--- config.mk ---
export PLATFORM = sky130hd
export DESIGN_NAME = rcz_queue
export DESIGN_NICKNAME = d
export VERILOG_FILES = /design/src/hw/rtl/rcz_pkg.sv /design/src/hw/rtl/rcz_queue.sv
export SDC_FILE = /design/constraint.sdc
export NUM_CORES = 1
export LEC_CHECK = 0
export BUFFER_PORTS_ARGS = -buffer_cell sky130_fd_sc_hd__buf_2
export CORE_ASPECT_RATIO = 1.2
export CORE_MARGIN = 5
export CORE_UTILIZATION = 50
export DETAILED_ROUTE_END_ITERATION = 16
export PLACE_DENSITY_LB_ADDON = 0.08
export RECOVER_POWER = 50
export SYNTH_ARGS = -nofsm -noshare
export SYNTH_HDL_FRONTEND = slang
export SYNTH_SLANG_ARGS = --single-unit
--- constraint.sdc ---
create_clock -name i_clk -period 14 [get_ports i_clk]
set_input_delay 2.8 -clock i_clk [delete_from_list [all_inputs] [get_ports i_clk]]
set_output_delay 2.8 -clock i_clk [all_outputs]
set_load 0.1 [all_outputs]
--- src/hw/rtl/rcz_pkg.sv ---
// shared types, constants and register codes of the rgb 3x3 convolution block
// no dependencies
`default_nettype none

package rcz_pkg;

    localparam int DEF_MAX_WIDTH  = 2048;
    localparam int DEF_MAX_HEIGHT = 2048;
    localparam int DEF_COEF_BITS  = 16;

    localparam int PIX_BITS      = 8;
    localparam int NUM_CH        = 3;
    localparam int RGB_BITS      = PIX_BITS * NUM_CH;
    localparam int KERN_DIM      = 3;
    localparam int NUM_TAPS      = KERN_DIM * KERN_DIM;
    localparam int FRAC_BITS     = 8;
    localparam int PIX_MAX       = 255;

    localparam int CFG_IDX_BITS  = 3;
    localparam int CFG_DIM_BITS  = 12;
    localparam int CFG_KERN_BITS = 48;

    localparam int MIN_WIDTH     = 2;
    localparam int MIN_HEIGHT    = 1;
    localparam int WIDTH_RST     = 640;
    localparam int HEIGHT_RST    = 480;
    localparam logic [CFG_KERN_BITS-1:0] KERN_TOP_RST = 48'd0;
    localparam logic [CFG_KERN_BITS-1:0] KERN_MID_RST = 48'd256;
    localparam logic [CFG_KERN_BITS-1:0] KERN_BOT_RST = 48'd0;

    localparam int QUEUE_DEPTH   = 2;

    localparam logic CMD_PIXEL = 1'b0;
    localparam logic CMD_FLUSH = 1'b1;

    typedef enum logic [CFG_IDX_BITS-1:0] {
        REG_WIDTH    = 3'd0,
        REG_HEIGHT   = 3'd1,
        REG_KERN_TOP = 3'd2,
        REG_KERN_MID = 3'd3,
        REG_KERN_BOT = 3'd4
    } t_reg_idx;

    typedef logic [RGB_BITS-1:0] t_rgb;

    typedef struct packed {
        logic                cmd;
        logic [PIX_BITS-1:0] in_red;
        logic [PIX_BITS-1:0] in_green;
        logic [PIX_BITS-1:0] in_blue;
    } t_in_item;

    typedef struct packed {
        logic [PIX_BITS-1:0] out_red;
        logic [PIX_BITS-1:0] out_green;
        logic [PIX_BITS-1:0] out_blue;
        logic                frame_last;
    } t_out_item;

    // which window borders fall outside the frame
    typedef struct packed {
        logic top;
        logic bottom;
        logic left;
        logic right;
    } t_pad;

    // one output pixel's worth of work: nine taps, index column*3+row
    typedef struct packed {
        t_rgb [NUM_TAPS-1:0] tap;
        logic                last;
    } t_task;

endpackage

`default_nettype wire

--- src/hw/rtl/rcz_queue.sv ---
// small fifo of window tasks between the front end and the filter back end
// uses rcz_pkg
`default_nettype none

module rcz_queue
    import rcz_pkg::*;
(
    input  logic  i_clk,
    input  logic  i_rst_n,
    input  logic  i_valid,
    output logic  o_ready,
    input  t_task i_data,
    output logic  o_valid,
    input  logic  i_ready,
    output t_task o_data
);

    localparam int PW = (QUEUE_DEPTH > 1) ? $clog2(QUEUE_DEPTH) : 1;
    localparam int CW = $clog2(QUEUE_DEPTH + 1);

    t_task         r_mem [QUEUE_DEPTH];
    logic [PW-1:0] r_wp, n_wp;
    logic [PW-1:0] r_rp, n_rp;
    logic [CW-1:0] r_cnt, n_cnt;
    logic          push, pop;

    always_comb begin
        o_ready = (r_cnt != CW'(QUEUE_DEPTH));
        o_valid = (r_cnt != '0);
        push    = i_valid && o_ready;
        pop     = o_valid && i_ready;
        o_data  = r_mem[r_rp];

        n_wp = r_wp;
        n_rp = r_rp;
        if (push) begin
            n_wp = (r_wp == PW'(QUEUE_DEPTH - 1)) ? '0 : r_wp + PW'(1);
        end
        if (pop) begin
            n_rp = (r_rp == PW'(QUEUE_DEPTH - 1)) ? '0 : r_rp + PW'(1);
        end
        n_cnt = r_cnt + CW'(push) - CW'(pop);
    end

    always_ff @(posedge i_clk) begin
        if (!i_rst_n) begin
            r_wp  <= '0;
            r_rp  <= '0;
            r_cnt <= '0;
        end else begin
            r_wp  <= n_wp;
            r_rp  <= n_rp;
            r_cnt <= n_cnt;
        end
    end

    always_ff @(posedge i_clk) begin
        if (push) begin
            r_mem[r_wp] <= i_data;
        end
    end

endmodule

`default_nettype wire

==> flow_summary_export.csv, run 1 <==
group,metric,value,unit
outcome,status,"complete, but fails checks",
outcome,violations,"capacitance limit, slew limit",
run,maxCapViolations,2,
floorplan,start_util,50.9,%
timing,rsz0062_at_grt,"false",
worst_setup_path,cp_data_required_time,14.22,ns
drt,postRouteAntennaNets,0,
drt,drt_pass1_iterations,4,
power,p_leak,7.54,nW
timing,tightest_slew,5.35,ns
synthesis,avgSynthCellArea,23.4,um^2
power,power.density,226,nW/um^2
cts,numCtsBuffers,44,
grt,antenna_found_initial,12,
floorplan,fp.dieArea,36600,um^2
power,ir_worst_vdd,158,uV
floorplan,die_y,209,um
final_layout,seq_area,13100,um^2
cts,cts-htree-levels,2,
timing,slew_violations,159,
timing,fin_skew,0.0194,ns
worst_setup_path,endpoint_kind,"flop",
placed_design,place_hpwl,23500,um
floorplan,rows,72,
synthesis,async_flop_share,0,%
final_layout,final_layout_size_suffix_gt1_share,51.1,%
grt,grt_pass1_vias,8640,
floorplan,pin_count,440,
worst_setup_path,worstSetupPathType,"primary input to flop",
placed_design,gp_congestion,0.761,
synthesis,yosys_warnings,0,
synthesis,synth_cells,704,
timing,final.setup.tns,0,ns
placed_design,io_buffers,439,
cts,post_cts_buffers,0,
cts,cts_sinks,439,
final_layout,multi_input_area,3090,um^2
synthesis,synth-seq-cells,439,
worst_setup_path,reg2reg_depth,5,
grt,grt_max_degree,118,
floorplan,core,32300,um^2
worst_setup_path,r2r_end,"r_mem[0][199]",
hold_path,hp-start,"r_rp",
final_layout,fin_nets,1394,
hold_path,hold_path_depth,2,
drt,drc_errors,0,
final_layout,stdcell_area,20200,um^2
synthesis,synthFlopType,"edfxtp_1",
final_layout,final_common_cell,"edfxtp_1",
timing,min_period,9.26,ns
timing,setup_viol,0,
drt,vias,8158,
drt,wl,34400,um
cts,path_clk_slew,0.06,ns
drt,post_drt_wl_per_cell,21.3,um
synthesis,synth_edf_count,434,
worst_setup_path,r2r-start,"r_cnt[1]",
grt,grt_pass1_wl,50500,um
final_layout,area_growth,22.9,%
worst_setup_path,startpoint_type,"primary input",
cts,clk_latency,0.55,ns
synthesis,syn-num-nets,926,
synthesis,synth_seq_area_share,79.8,%
timing,timing.fmax,108,MHz
cts,postCtsHoldBufs,0,
synthesis,synthDistinctLibCells,24,
placed_design,place_area,19000,um^2
cts,cts_tree,"yes",
timing,relSlewSlack,-258,%
drt,viasPerCell,5.03,
worst_setup_path,crit_arrival,9.47,ns
hold_path,hold_class,"flop to flop",
final_layout,final_cell_mix,"434 x edfxtp_1, 328 x buf_2, 130 x mux2_4",
cts,ctsResizeCount,0,
cts,cts-root-buf,"clkbuf_16",
drt,drtIter0Drc,515,
final_layout,num-fill-cells,2418,
timing,fin_crit_sh,66.1,%
timing,hold_viol,0,
floorplan,die_w,176,um
final_layout,fin_util,62.5,%
grt,overflow,0,
worst_setup_path,path_max_fanout,117,
cts,clockBufferDepth,3,
synthesis,synth_area,16400,um^2
worst_setup_path,regToRegSetupSlack,6.59,ns
grt,grt_usage,18.1,%
[metrics by stage]
step / total power [W] / worst slack, ns / cells / hold WS (ns)
floorplan: 0.00332 / 5.59 / 704 / 0.529
global placement: 0.00352 / 8.25 / 1533 / 0.573
detailed placement: 0.00353 / 8.24 / 1533 / 0.576
CTS: 0.00462 / 8.06 / 1614 / 0.595
global route: 0.00473 / 4.04 / 1620 / 0.625
finish: 0.00458 / 4.74 / 1621 / 0.592
[report_power, final]
group,switching [W],internal (W)
Combinational,0.00147,0.000365
Clock,0.000461,0.000623
Sequential,0.0000474,0.00161
[registers in the layout, summed over array words and instances, names as in the netlist, named ones only]
name / flops
r_cnt: 2
r_mem: 434
r_rp: 1
r_wp: 1
[Yosys cell counts, types with 2 or more instances]
master	count	area, um^2
dfxtp_1	5	100
mux2_2	87	980
buf_6	16	180
and2_1	3	18.8
nand2b_1	2	12.5
a21bo_2	2	20.0
edfxtp_1	434	13000
buf_2	8	40.0
nor2_1	2	7.51
o21ai_0	2	10.0
mux2_4	130	1950
[worst max path at each step]
stage | depth (start not counted) | endpoint | startpoint | slack [ns]
global placement | 5 | r_mem[0][198] | i_valid | 8.25
finish | 5 | r_mem[0][199] | i_valid | 4.74
detailed placement | 5 | r_mem[0][198] | i_valid | 8.24
global route | 5 | r_mem[0][199] | i_valid | 4.04
floorplan | 1 | r_mem[1][0] | i_valid | 5.59
CTS | 3 | o_data[87] | flop | 8.06
[cell families (layout without fill, tap and decap cells)]
family | Yosys count | in the layout | synth area share [%]
AOI/OAI and AO/OA | 7 | 7 | 0.327
xor gates and xnor gates | 1 | 1 | 0.0533
adders and majority gates | 1 | 1 | 0.0761
buffers and inverters | 25 | 528 | 1.36
DFF | 439 | 439 | 79.8
muxes | 218 | 218 | 17.9
other | 0 | 7 | 0
and+or+nand+nor | 13 | 13 | 0.449
[worst max-delay path, stage by stage]
cell	delay [ns]
clkbuf_1	0.15
nand3b_1	0.15
clkinvlp_2	3.94
buf_4	1.85
buf_4	0.45
[final cells by class]
type	instances	area share [%]
Tap cell	407	2.52
Clock inverter	30	0.934
Clock buffer	51	5.68
Sequential cell	439	65.0
Multi-Input combinational cell	240	15.3
Inverter	1	0.0248
Timing Repair Buffer	446	10.5
Antenna cell	7	0.0866
[routing by layer]
metal / track usage [%] / up-vias / wire length [um]
met4: 7.75 / 8 / 1120
met1: 20.3 / 3966 / 12400
met5: 0 / - / 55
li1: - / 3767 / -
met3: 7.65 / 70 / 3480
met2: 30.4 / 347 / 17400
Power figures use the tool's default switching activity.
==> inputs of run 2 (changes only) <==
ABC_AREA = 1   (was default)
CORE_UTILIZATION = 47   (was 50)
clock period = 7.9 ns   (was 14 ns; I/O delays follow)
==> run 2 against run 1 <==
Compared with the run above: register-to-register slack lost 3.1 ns; non-clock buffer count rose by 1; hold slack got worse by 0.090 ns; worst setup slack got worse by 1.9 ns; highest routed layer unchanged; sequential power rose by 86%; count of clock-buffer cells in the layout increased by 2; clock skew down 0.0097 ns; combinational power rose by 110%; the run still ends with capacitance limit, slew limit left; synthesized area shrank 0.18%; power rose by 96%.
==> flow_summary_export.csv, run 2 <==
group,metric,value,unit
outcome,status,"complete, but fails checks",
outcome,violations,"capacitance limit, slew limit",
floorplan,core,34700,um^2
grt,overflow,0,
synthesis,synth-seq-cells,439,
synthesis,synth.area.mux_share,17.9,%
grt,grt_pass1_vias,8799,
drt,drc_errors,0,
timing,fin_ws,2.83,ns
floorplan,die_w,181,um
synthesis,synth_area,16400,um^2
drt,drt_pass1_iterations,4,
timing,tightest_slew,3.23,ns
grt,grt_pass1_wl,52500,um
timing,setup_viol,0,
synthesis,synth_fa_ha_area_share,0.0762,%
final_layout,area_growth,23.9,%
cts,path_clk_slew,0.06,ns
timing,fin_crit_sh,64.2,%
synthesis,syn-num-nets,933,
worst_setup_path,path_max_fanout,54,
worst_setup_path,worstSetupPathType,"primary input to flop",
worst_setup_path,critPathSlowestCell,"clkbuf_1",
floorplan,die_y,215,um
drt,viasPerCell,4.87,
final_layout,final_common_cell,"edfxtp_1",
floorplan,rows,75,
worst_setup_path,startpoint_type,"primary input",
drt,postRouteAntennaNets,0,
synthesis,synth_edf_count,434,
timing,min_period,5.07,ns
worst_setup_path,endpoint_kind,"flop",
power,p_leak,7.60,nW
synthesis,synth_seq_area_share,80.0,%
drt,post_drt_wl_per_cell,21.4,um
synthesis,synthFlopType,"edfxtp_1",
cts,cts-root-buf,"clkbuf_16",
final_layout,regMostFlops,"r_mem",
synthesis,synthMostInstantiatedCell,"edfxtp_1",
synthesis,synth_top_area_share,79.4,%
final_layout,stdcell_count,1685,
worst_setup_path,slowest_delay,2.27,ns
worst_setup_path,crit_arrival,5.23,ns
power,power.density,441,nW/um^2
synthesis,synthTopCellsByArea,"edfxtp_1 79%, mux2_4 12%, mux2_2 6.0%",
final_layout,final_cell_mix,"434 x edfxtp_1, 343 x buf_2, 130 x mux2_4",
final_layout,reg_top3,"r_mem (434), r_cnt (2)",
worst_setup_path,crit_chain,"buf_2 > nand2_1 > nor2_4 > clkbuf_1 > buf_4",
cts,clk_latency,0.53,ns
floorplan,pin_count,440,
cts,ctsResizeCount,0,
grt,grt_max_degree,116,
synthesis,synth_cells,711,
timing,fin_skew,0.00963,ns
timing,final.setup.tns,0,ns
cts,cts_tree,"yes",
placed_design,io_buffers,439,
timing,hold_viol,0,
grt,antenna_found_initial,17,
synthesis,yosys_warnings,0,
grt,grt_usage,17.8,%
drt,drtIter0Drc,452,
synthesis,synth_compound_area_share,0.0305,%
placed_design,place_hpwl,24900,um
power,ir_worst_vdd,292,uV
timing,slew_violations,117,
synthesis,async_flop_share,0,%
timing,relSlewSlack,-116,%
cts,cts-htree-levels,2,
final_layout,num-fill-cells,2732,
placed_design,gp_congestion,0.779,
synthesis,synthDistinctLibCells,13,
cts,postCtsHoldBufs,0,
placed_design,dp_cells,1596,
floorplan,fp.dieArea,38800,um^2
drt,vias,8200,
floorplan,start_util,47.3,%
worst_setup_path,cp_data_required_time,8.06,ns
synthesis,synth_top_family_by_area,"multiplexers",
drt,wl,36000,um
timing,rsz0062_at_grt,"false",
hold_path,hold_class,"flop to flop",
final_layout,largest_register_ffs,434,
synthesis,avgSynthCellArea,23.1,um^2
synthesis,synth-simple-area-share,0.488,%
synthesis,synthXorXnorAreaFrac,0.0533,%
synthesis,synth_common_cells,"434 x edfxtp_1, 130 x mux2_4, 87 x mux2_2, 16 x buf_6, 11 x nand2_1",
final_layout,fin_nets,1402,
cts,cts_sinks,439,
final_layout,final_layout_size_suffix_gt1_share,51.4,%
synthesis,synth_area_leader_cell,"edfxtp_1",
cts,numCtsBuffers,44,
final_layout,fin_util,58.6,%
timing,timing.fmax,197,MHz
run,maxCapViolations,3,
cts,post_cts_buffers,0,
cts,clockBufferDepth,3,
placed_design,dpl_worst_slack,3.74,ns
## run 2: cell types whose count changed after synthesis, moves of 2 or more
cell	delta
nand2b_1	-2
inv_1	+6
a21bo_2	-2
nand2_1	+10
o21ai_0	-2
and2_1	-3
nor2_1	+7
## run 2: critical path: cells and delay by family
family	cells	cell delay, ns
AND/OR/NAND/NOR	2	0.30
buffers and inverters	3	3.24
## run 2: kinds of logic after synthesis
logic type / Yosys count
compound gates: 1
xor+xnor: 1
fa+ha+maj: 1
buf+inv: 31
flops: 439
mux: 217
simple gates: 21
## run 2: power breakdown
group          total, W  leakage (nW)  internal, W  switching [W]
sequential      0.00308          4.10      0.00297       0.000116
combinational   0.00390          2.84     0.000751        0.00315
clock           0.00198         0.664      0.00117       0.000813
## run 2: stage by stage
| step | cell area (um^2) | total power, W | hold WS [ns] |
|---|---|---|---|
| 6_report | 20300 | 0.00897 | 0.502 |
| 3_5_place_dp | 19100 | 0.00707 | 0.496 |
| 4_1_cts | 20400 | 0.00906 | 0.513 |
| 2_1_floorplan | 16400 | 0.00657 | 0.467 |
| 5_1_grt | 20300 | 0.00927 | 0.539 |
| 3_3_place_gp | 19100 | 0.00706 | 0.482 |
## run 2: area by class of cell
| class | count | area (um^2) | share of cell area [%] |
|---|---|---|---|
| clock buffer | 53 | 1160 | 5.68 |
| inverter | 7 | 26.3 | 0.129 |
| antenna | 11 | 27.5 | 0.135 |
| timing repair buffer | 447 | 2150 | 10.6 |
| multi-input combinational | 241 | 3050 | 15.0 |
| sequential | 439 | 13100 | 64.6 |
| tap | 462 | 578 | 2.84 |
| clock inverter | 25 | 213 | 1.05 |
## run 2: layer usage
layer  vias up  GRT usage, %  wire length [um]
li1       3779             -                 -
met1      3968          19.9             13100
met2       357          30.8             18300
met3        86          6.63              3120
met4        10          7.44              1390
met5         -             0                69
## run 2: final timing paths
kind                               start             to  slack [ns]  depth (start not counted)
worst min register to register      r_rp           r_rp        0.50                          2
worst max-delay path             i_valid  r_mem[0][201]        2.83                          5
worst min-delay path                r_rp           r_rp        0.50                          2
worst max register to register  r_cnt[0]  r_mem[0][201]        3.46                          6
==> inputs of run 3 (changes only) <==
clock period = 4.65 ns   (was 7.9 ns; I/O delays follow)
==> run 3 against run 2 <==
Compared with the run above: the run still ends with capacitance limit, slew limit left; final area about the same; sequential share of layout area about the same; final cell count decreased by 0.42%; routed wire length down 5.0%; core utilization hardly changed; critical endpoint is now o_data[140]; worst setup slack worse by 1.6 ns; clock skew up 0.0025 ns; critical path depth is 2 lower; first-iteration DRC count fell by 6.2%; via count decreased by 0.70%; register-to-register slack got worse by 1.9 ns; die area did not move.
==> flow_summary_export.csv, run 3 (synthesis gave the netlist of run 2 again) <==
group,metric,value,unit
timing,fin_skew,0.0121,ns
cts,cts_sinks,439,
drt,post_drt_wl_per_cell,20.4,um
timing,tightest_slew,2.25,ns
placed_design,place_hpwl,23200,um
cts,cts-htree-levels,2,
drt,drc_errors,0,
cts,post_cts_buffers,0,
floorplan,rows,75,
drt,postRouteAntennaNets,0,
grt,grt_usage,17.2,%
cts,path_clk_slew,0.06,ns
final_layout,largest_register_ffs,434,
final_layout,reg_top3,"r_mem (434), r_cnt (2)",
hold_path,hold_class,"flop to flop",
grt,grt_pass1_wl,51100,um
cts,clockBufferDepth,3,
floorplan,die_w,181,um
drt,wl,34200,um
grt,antenna_found_initial,11,
grt,grt_max_degree,140,
timing,relSlewSlack,-50.0,%
drt,drt_pass1_iterations,4,
worst_setup_path,crit_arrival,2.49,ns
timing,fin_crit_sh,73.5,%
cts,cts-root-buf,"clkbuf_16",
placed_design,io_buffers,439,
worst_setup_path,crit_chain,"buf_12 > mux2_4 > buf_2",
timing,rsz0062_at_grt,"false",
floorplan,core,34700,um^2
placed_design,gp_congestion,0.735,
drt,drtIter0Drc,424,
final_layout,multi_input_area,3050,um^2
worst_setup_path,startpoint_type,"flop",
timing,setup_viol,0,
worst_setup_path,worstSetupPathType,"flop to output pin",
drt,viasPerCell,4.85,
final_layout,final_cell_mix,"434 x edfxtp_1, 333 x buf_2, 130 x mux2_4",
timing,slew_violations,225,
timing,timing.fmax,293,MHz
timing,min_period,3.42,ns
final_layout,area_growth,23.9,%
floorplan,start_util,47.3,%
final_layout,fin_nets,1402,
worst_setup_path,path_delay_family,"buffers and inverters",
run,maxCapViolations,2,
cts,cts_tree,"yes",
grt,grt_pass1_vias,8619,
worst_setup_path,cp_data_required_time,3.72,ns
worst_setup_path,path_max_fanout,69,
floorplan,fp.dieArea,38800,um^2
final_layout,regMostFlops,"r_mem",
cts,numCtsBuffers,44,
timing,final.setup.tns,0,ns
cts,clk_latency,0.53,ns
cts,ctsResizeCount,0,
worst_setup_path,critPathSlowestCell,"dfxtp_4",
final_layout,final_common_cell,"edfxtp_1",
final_layout,num-fill-cells,2758,
outcome,status,"complete, but fails checks",
timing,hold_viol,0,
final_layout,seq_area,13100,um^2
cts,postCtsHoldBufs,0,
drt,vias,8143,
worst_setup_path,endpoint_kind,"output pin",
outcome,violations,"capacitance limit, slew limit",
worst_setup_path,slowest_delay,0.66,ns
final_layout,final_layout_size_suffix_gt1_share,51.1,%
floorplan,pin_count,440,
grt,overflow,0,
worst_setup_path,path_buf_inv,2,
floorplan,die_y,215,um
## run 3: changes by cell type in the layout (fill, tap and decap cells not counted), sizes merged
cell / before / now
diode: 11 / 3
buf: 349 / 340
clkinvlp: 1 / 2
inv: 8 / 7
clkbuf: 151 / 161
## run 3: final cells by class
class	count	share of cell area, %
sequential	439	64.6
tap	462	2.84
antenna	3	0.0369
inverter	7	0.129
multi-input combinational	241	15.0
timing repair buffer	447	10.6
clock buffer	54	5.70
clock inverter	25	1.11
## run 3: worst register-to-register path, cell delays in order (launching register included)
cell	delay [ns]
dfxtp_1	0.36
inv_1	0.05
nand2_1	0.07
nand2_1	0.18
nor2_1	0.28
clkbuf_2	1.62
## run 3: stage by stage
step           instance area [um^2]  std cells  utilization (%)  hold WS (ns)  setup slack, ns
6_report                      20300       1678             58.6         0.506             1.23
5_1_grt                       20300       1677             58.6         0.541             1.11
4_1_cts                       20500       1675             59.1         0.511             1.17
3_5_place_dp                  19100       1596             55.1         0.494             1.77
3_3_place_gp                  19100       1596             55.1         0.481             1.76
2_1_floorplan                 16500        711                -         0.467          -0.0480
## run 3: worst paths after layout
kind | to | slack, ns | cells past startpoint | start
worst min register to register | flop | 0.51 | 2 | r_rp
worst max register to register | r_mem[1][26] | 1.56 | 5 | r_cnt[0]
worst max-delay path | o_data[140] | 1.23 | 3 | flop
worst min-delay path | flop | 0.51 | 2 | r_rp
## run 3: per-layer routing
| metal | vias to the layer above | global-route usage [%] | part of all wire (%) |
|---|---|---|---|
| li1 | 3761 | - | - |
| met1 | 3985 | 19.8 | 37 |
| met2 | 321 | 29.2 | 50 |
| met3 | 62 | 7.48 | 9.6 |
| met4 | 14 | 5.35 | 2.5 |
| met5 | - | 0 | 0.24 |
Power of run 3 is left out: the tool's default activity adds up to more than one toggle a clock period on the data nets, which glitch-free logic cannot reach.
